===== config.mk =====
export PLATFORM = sky130hd
export DESIGN_NAME = sgemm_fpu
export DESIGN_NICKNAME = d
export VERILOG_FILES = /design/src/hw/rtl/sgemm_pkg.sv /design/src/hw/rtl/sgemm_fpu.sv
export SDC_FILE = /design/constraint.sdc
export NUM_CORES = 2
export LEC_CHECK = 0
export ABC_AREA = 1
export ABC_CLOCK_PERIOD_IN_PS = 22600
export BUFFER_PORTS_ARGS = -buffer_cell sky130_fd_sc_hd__buf_2
export CORE_ASPECT_RATIO = 2
export CORE_MARGIN = 2
export CORE_UTILIZATION = 30
export CTS_CLUSTER_SIZE = 28
export DETAILED_ROUTE_END_ITERATION = 16
export SYNTH_ARGS = -nofsm -noshare
export SYNTH_HDL_FRONTEND = slang
export SYNTH_SLANG_ARGS = --single-unit

===== constraint.sdc =====
create_clock -name i_clk -period 22.6 [get_ports i_clk]
set_clock_uncertainty 0.05 [all_clocks]
set_input_delay 2.26 -clock i_clk [delete_from_list [all_inputs] [get_ports i_clk]]
set_output_delay 2.26 -clock i_clk [all_outputs]
set_load 0.05 [all_outputs]

===== src/hw/rtl/sgemm_pkg.sv =====
// Shared types and constants of the single-precision GEMM engine.
`default_nettype none
package sgemm_pkg;

    typedef logic t_fop;
    localparam t_fop FOP_MUL = 1'b0;
    localparam t_fop FOP_ADD = 1'b1;

    typedef struct packed {
        logic start;
        t_fop op;
    } t_fpu_req;

    localparam logic [31:0] QNAN = 32'hFFC0_0000;
    localparam logic [31:0] QBIT = 32'h0040_0000;

    localparam logic [1:0] KIND_LOAD_A  = 2'd0;
    localparam logic [1:0] KIND_LOAD_B  = 2'd1;
    localparam logic [1:0] KIND_LOAD_C  = 2'd2;
    localparam logic [1:0] KIND_COMPUTE = 2'd3;

    localparam logic [2:0] REG_M     = 3'd0;
    localparam logic [2:0] REG_N     = 3'd1;
    localparam logic [2:0] REG_K     = 3'd2;
    localparam logic [2:0] REG_ALPHA = 3'd3;
    localparam logic [2:0] REG_BETA  = 3'd4;

endpackage
`default_nettype wire


===== src/hw/rtl/sgemm_fpu.sv =====
// Shared binary32 multiply / add unit, round to nearest even.
`default_nettype none
module sgemm_fpu
    import sgemm_pkg::*;
(
    input  wire logic        i_clk,
    input  wire logic        i_rst_n,
    input  wire t_fpu_req    i_req,
    input  wire logic [31:0] i_a,
    input  wire logic [31:0] i_b,
    output logic             o_done,
    output logic [31:0]      o_res
);

    // stage 0: unpack, multiply or align/add
    logic        sa, sb;
    logic [7:0]  ea, eb;
    logic [22:0] fa, fb;
    logic        a_nan, b_nan, a_inf, b_inf, a_zero, b_zero;
    logic [23:0] ma, mb;
    logic [9:0]  eae, ebe;
    logic        a_big;
    logic [9:0]  e_big, e_sml, d;
    logic [23:0] m_big, m_sml;
    logic [47:0] bm, smf, shf;
    logic        stk;
    logic [47:0] sum;
    logic        n_spec, n_sign;
    logic [31:0] n_spec_val;
    logic signed [10:0] n_e;
    logic [47:0] n_m;

    always_comb begin
        sa = i_a[31]; sb = i_b[31];
        ea = i_a[30:23]; eb = i_b[30:23];
        fa = i_a[22:0]; fb = i_b[22:0];
        a_nan  = (ea == 8'hFF) && (fa != 23'd0);
        b_nan  = (eb == 8'hFF) && (fb != 23'd0);
        a_inf  = (ea == 8'hFF) && (fa == 23'd0);
        b_inf  = (eb == 8'hFF) && (fb == 23'd0);
        a_zero = (i_a[30:0] == 31'd0);
        b_zero = (i_b[30:0] == 31'd0);
        ma  = {ea != 8'd0, fa};
        mb  = {eb != 8'd0, fb};
        eae = (ea == 8'd0) ? 10'd1 : {2'b0, ea};
        ebe = (eb == 8'd0) ? 10'd1 : {2'b0, eb};

        a_big = (i_a[30:0] >= i_b[30:0]);
        e_big = a_big ? eae : ebe;
        e_sml = a_big ? ebe : eae;
        m_big = a_big ? ma : mb;
        m_sml = a_big ? mb : ma;
        d     = e_big - e_sml;
        bm    = {1'b0, m_big, 23'd0};
        smf   = {1'b0, m_sml, 23'd0};
        shf   = smf >> d;
        stk   = ((shf << d) != smf) || ((d >= 10'd48) && (m_sml != 24'd0));
        if (d >= 10'd48) shf = 48'd0;
        shf[0] = shf[0] | stk;
        sum   = (sa == sb) ? (bm + shf) : (bm - shf);

        n_spec     = 1'b0;
        n_spec_val = QNAN;
        if (i_req.op == FOP_MUL) begin
            n_sign = sa ^ sb;
            n_m    = ma * mb;
            n_e    = 11'(signed'({1'b0, eae}) + signed'({1'b0, ebe}) - 11'sd127);
            if (a_nan) begin
                n_spec = 1'b1; n_spec_val = i_a | QBIT;
            end else if (b_nan) begin
                n_spec = 1'b1; n_spec_val = i_b | QBIT;
            end else if ((a_inf && b_zero) || (b_inf && a_zero)) begin
                n_spec = 1'b1; n_spec_val = QNAN;
            end else if (a_inf || b_inf) begin
                n_spec = 1'b1; n_spec_val = {n_sign, 8'hFF, 23'd0};
            end
        end else begin
            n_m    = sum;
            n_e    = signed'({1'b0, e_big});
            n_sign = (sum == 48'd0) ? (sa & sb) : (a_big ? sa : sb);
            if (a_nan) begin
                n_spec = 1'b1; n_spec_val = i_a | QBIT;
            end else if (b_nan) begin
                n_spec = 1'b1; n_spec_val = i_b | QBIT;
            end else if (a_inf && b_inf && (sa != sb)) begin
                n_spec = 1'b1; n_spec_val = QNAN;
            end else if (a_inf) begin
                n_spec = 1'b1; n_spec_val = i_a;
            end else if (b_inf) begin
                n_spec = 1'b1; n_spec_val = i_b;
            end
        end
    end

    logic               r_v1, r_spec, r_sign;
    logic [31:0]        r_spec_val;
    logic signed [10:0] r_e;
    logic [47:0]        r_m;

    always_ff @(posedge i_clk) begin
        if (!i_rst_n) begin
            r_v1 <= 1'b0;
        end else begin
            r_v1 <= i_req.start;
        end
        r_spec     <= n_spec;
        r_spec_val <= n_spec_val;
        r_sign     <= n_sign;
        r_e        <= n_e;
        r_m        <= n_m;
    end

    // stage 1: normalize, denormalize, round
    logic [5:0]         lz;
    logic signed [10:0] e_n;
    logic [47:0]        norm;
    logic               xstk, rnd;
    logic [10:0]        esel;
    logic [6:0]         rs;
    logic [33:0]        tot;
    logic [31:0]        n_res;

    always_comb begin
        lz = 6'd47;
        for (int k = 0; k < 48; k++) begin
            if (r_m[k]) lz = 6'(47 - k);
        end
        e_n  = r_e + 11'sd1 - signed'({5'b0, lz});
        xstk = 1'b0;
        rs   = 7'd0;
        if (e_n >= 11'sd1) begin
            norm = r_m << lz;
            esel = 11'(e_n - 11'sd1);
        end else if (r_e >= 11'sd0) begin
            norm = r_m << r_e[5:0];
            esel = 11'd0;
        end else begin
            rs   = (r_e < -11'sd100) ? 7'd100 : 7'(-r_e);
            norm = r_m >> rs;
            xstk = ((norm << rs) != r_m);
            esel = 11'd0;
        end
        rnd = norm[23] & ((|norm[22:0]) | xstk | norm[24]);
        tot = {esel, 23'd0} + {10'd0, norm[47:24]} + {33'd0, rnd};
        if (r_spec) begin
            n_res = r_spec_val;
        end else if (r_m == 48'd0) begin
            n_res = {r_sign, 31'd0};
        end else if (tot >= {11'd255, 23'd0}) begin
            n_res = {r_sign, 8'hFF, 23'd0};
        end else begin
            n_res = {r_sign, tot[30:0]};
        end
    end

    always_ff @(posedge i_clk) begin
        if (!i_rst_n) begin
            o_done <= 1'b0;
        end else begin
            o_done <= r_v1;
        end
        o_res <= n_res;
    end

endmodule
`default_nettype wire


==> parameters.txt <==
Parameter                              Value

Setup path
  Crit-path slowest cell    buf_4
  Beginning of the critical path    i_b[21]
  Critical Path Max Stage Delay    0.76 ns
  Type of element launching the critical path    primary input
  Largest fanout on the critical path    105
  Worst endpoint data arrival time    13.56 ns
  Setup Crit Path Kind    in -> reg
  Reg2Reg Launch Point    r_e[5]
  Endpoint kind of the worst setup timing path    flip-flop
  Data required time of the worst path    22.97 ns
  Top cell by count, worst path    nand3_1

Cells and area
  Ratio of cells with drive above 1 in the final layout    5.70%
  Fillers    17800
  Combined flip-flop and latch cell area    2520 um2
  Area growth from synthesis to layout    7.25%
  Multi-input gate area    38700 um2
  Post-layout instance area    51000 um2
  Final Net Count    8672

Floorplan
  FP Rows    206
  Die area    162000 um2
  Core box area    157000 um2
  Top-Level Pins    101
  Initial cell density of the core    30.2%
  Die span in x    286 um
  Die H    567 um

Global routing
  Aggregate global routing overflow    0
  Largest net degree at the start of global routing    106
  First-pass GRT wire length    404000 um
  Initial antenna violation count    43
  Vias in the first global route    55900
  Global-route total usage across every layer    34.9%

Logic synthesis
  Post-synthesis async set-or-reset flop share    0%
  Leading post-synthesis cells by cell area    fa_1, nand2_1, nand3_1
  Share of synthesized area occupied by flip-flops and latches    5.30%
  Netlist area before placement    47600 um2
  EDFF count, synth    0
  Per-instance average area after synthesis    5.97 um2
  Synth top area share    20.4%
  Post-synth top area cell    fa_1
  Synth cell types    70
  Synth Instances    7969
  Ys flop type    dfxtp_1
  Yosys Warn Count    0
  Synth Register Bits    126

Drt
  Drt drc    0
  Wirelength per Cell    28.8 um
  Post-DR vias/cell    5.69
  DRT Wirelength    286000 um
  Detailed-routed wire length on met3    22200 um
  Total length of routed met2 wires    139000 um
  1st-iter DRT viols    6011
  Routed Antenna Nets    0
  Via count of the routed design    56400
  Number of detailed-route iterations in the first pass    6
  Wire length the detailed router placed on met1    85400 um
  Topmost layer with routed signal wires    met5

Clock tree
  Clock tree from TritonCTS    built
  Number of sinks driven by the clock tree    126
  H-tree levels    4
  CTS buffer count    25
  PostCTS Resize Cnt    0
  Post-CTS Setup Bufs    0
  Number of buffers on the longest clock path    3
  Clock latency on the worst-skew pair    0.49 ns
  Hold_buf cts    0
  Clock transition at the registers of the reported paths    0.06 ns
  Clock root cell    clkbuf_16

Place
  Count of input and output buffers    100
  Final Wtd Congestion    1.25
  Area after DPL    50100 um2
  DPL Wire Length    220000 um

STA
  Final critical delay including setup and external delays    13.19 ns
  Transition at the pin with the smallest max-transition slack    1.73 ns
  Aggregate negative setup slack    0 ns
  Worst slew margin    -16.6%
  Highest clock rate    75.8 MHz
  # setup viols final    0
  RSZ-0062 raised after global routing    no
  Final Max Tran Viols    6
  Final period utilization    58.4%
  Hold Violations, Final    0

Hold path
  Beginning of the worst hold path    r_v1
  HP Class    reg -> reg

Outcome
  Result of the run    finished, violations left
  Failing checks    capacitance limit, slew limit

Run
  Max Cap Viol    5
==> flip-flops by register name, indices dropped and copies added, names as in the netlist <==
register / cells
r_sign: 1
r_spec_val: 32
o_res: 32
o_done: 1
r_v1: 1
r_e: 10
r_m: 48
r_spec: 1
==> per-layer routing <==
metal	track usage [%]	vias up
met5	0	-
met4	37.3	26
met3	8.46	1244
met2	60.4	3151
met1	32.0	26900
li1	-	25100
==> logic make-up (layout without fill, tap and decap cells) <==
kind of cell | count (synthesis) | in the layout | synth area share [%]
XOR/XNOR | 83 | 83 | 1.53
buffers and inverters | 1702 | 1533 | 13.8
flip-flops | 126 | 126 | 5.30
adder cells (fa/ha/maj) | 802 | 802 | 28.7
other | 1 | 34 | 0.00788
AO/OA/AOI/OAI | 1113 | 1113 | 13.2
multiplexers | 50 | 50 | 1.05
AND/OR/NAND/NOR | 4092 | 4092 | 36.4
==> path summary, 6_finish.rpt <==
check | cells after the start | to | slack (ns)
max reg2reg | 33 | o_res[0] | 12.40
min reg2reg | 2 | o_done | 0.36
max | 59 | r_sign | 9.41
min | 2 | o_done | 0.36
==> synth_stat cells (13+ instances only) <==
library cell,instances
nand4_1,84
inv_1,1191
o22ai_1,32
fa_1,485
a21oi_1,237
o21ai_1,26
buf_1,78
o21ai_2,22
clkinv_1,16
o21bai_1,16
nor4_1,45
nand3_1,1011
nor2_1,420
nand2_1,2402
mux2i_1,50
or2_2,26
buf_2,42
a31oi_1,45
xnor2_1,14
dfxtp_1,126
inv_2,21
o31ai_1,13
o21ai_0,580
clkbuf_1,334
nor3_1,44
o211ai_1,57
xor2_1,69
ha_1,317
==> metrics by stage <==
stage | std cells | worst slack [ns] | hold slack (ns) | utilization, %
2_1_floorplan | 7976 | 12.35 | 0.340 | -
3_3_place_gp | 9841 | 9.39 | 0.344 | 31.8
3_5_place_dp | 9841 | 9.50 | 0.360 | 31.8
4_1_cts | 9873 | 9.96 | 0.367 | 32.3
5_1_grt | 9890 | 8.92 | 0.380 | 32.4
6_report | 9913 | 9.41 | 0.359 | 32.4
==> layout make-up <==
class | instances | area share (%)
Inverter | 1228 | 9.03
Clock inverter | 3 | 0.128
Multi-Input combinational cell | 6148 | 75.8
Antenna cell | 26 | 0.128
Sequential cell | 126 | 4.95
Tap cell | 2080 | 5.10
Clock buffer | 29 | 1.31
Timing Repair Buffer | 273 | 3.60
==> placed cells by master (no fill, tap or decap), types with 25 or more instances in the layout <==
master        n
clkbuf_16    25
buf_2       100
o21ai_1      73
ha_1        314
inv_1      1188
buf_4       164
dfxtp_1     125
nor2_1      417
o22ai_1      32
o211ai_1     57
or2_2        26
nand2_1    2401
a31oi_1      44
nand3_1    1010
nor4_1       45
o21ai_0     530
diode_2      26
fa_1        485
xor2_1       65
a21oi_1     234
mux2i_1      50
o21ai_2      25
nand4_1      84
inv_2        28
nor3_1       44
==> critical path: cells and delay by family <==
kind                       cells  cell delay (ns)
and+or+nand+nor               46             7.44
adders and majority gates      2             0.62
AOI/OAI and AO/OA              3             0.35
xor gates and xnor gates       1             0.44
buffers and inverters          7             2.37
Power is not shown: default switching activity piles up to over one toggle a cycle in this logic, so the estimate is an artifact.
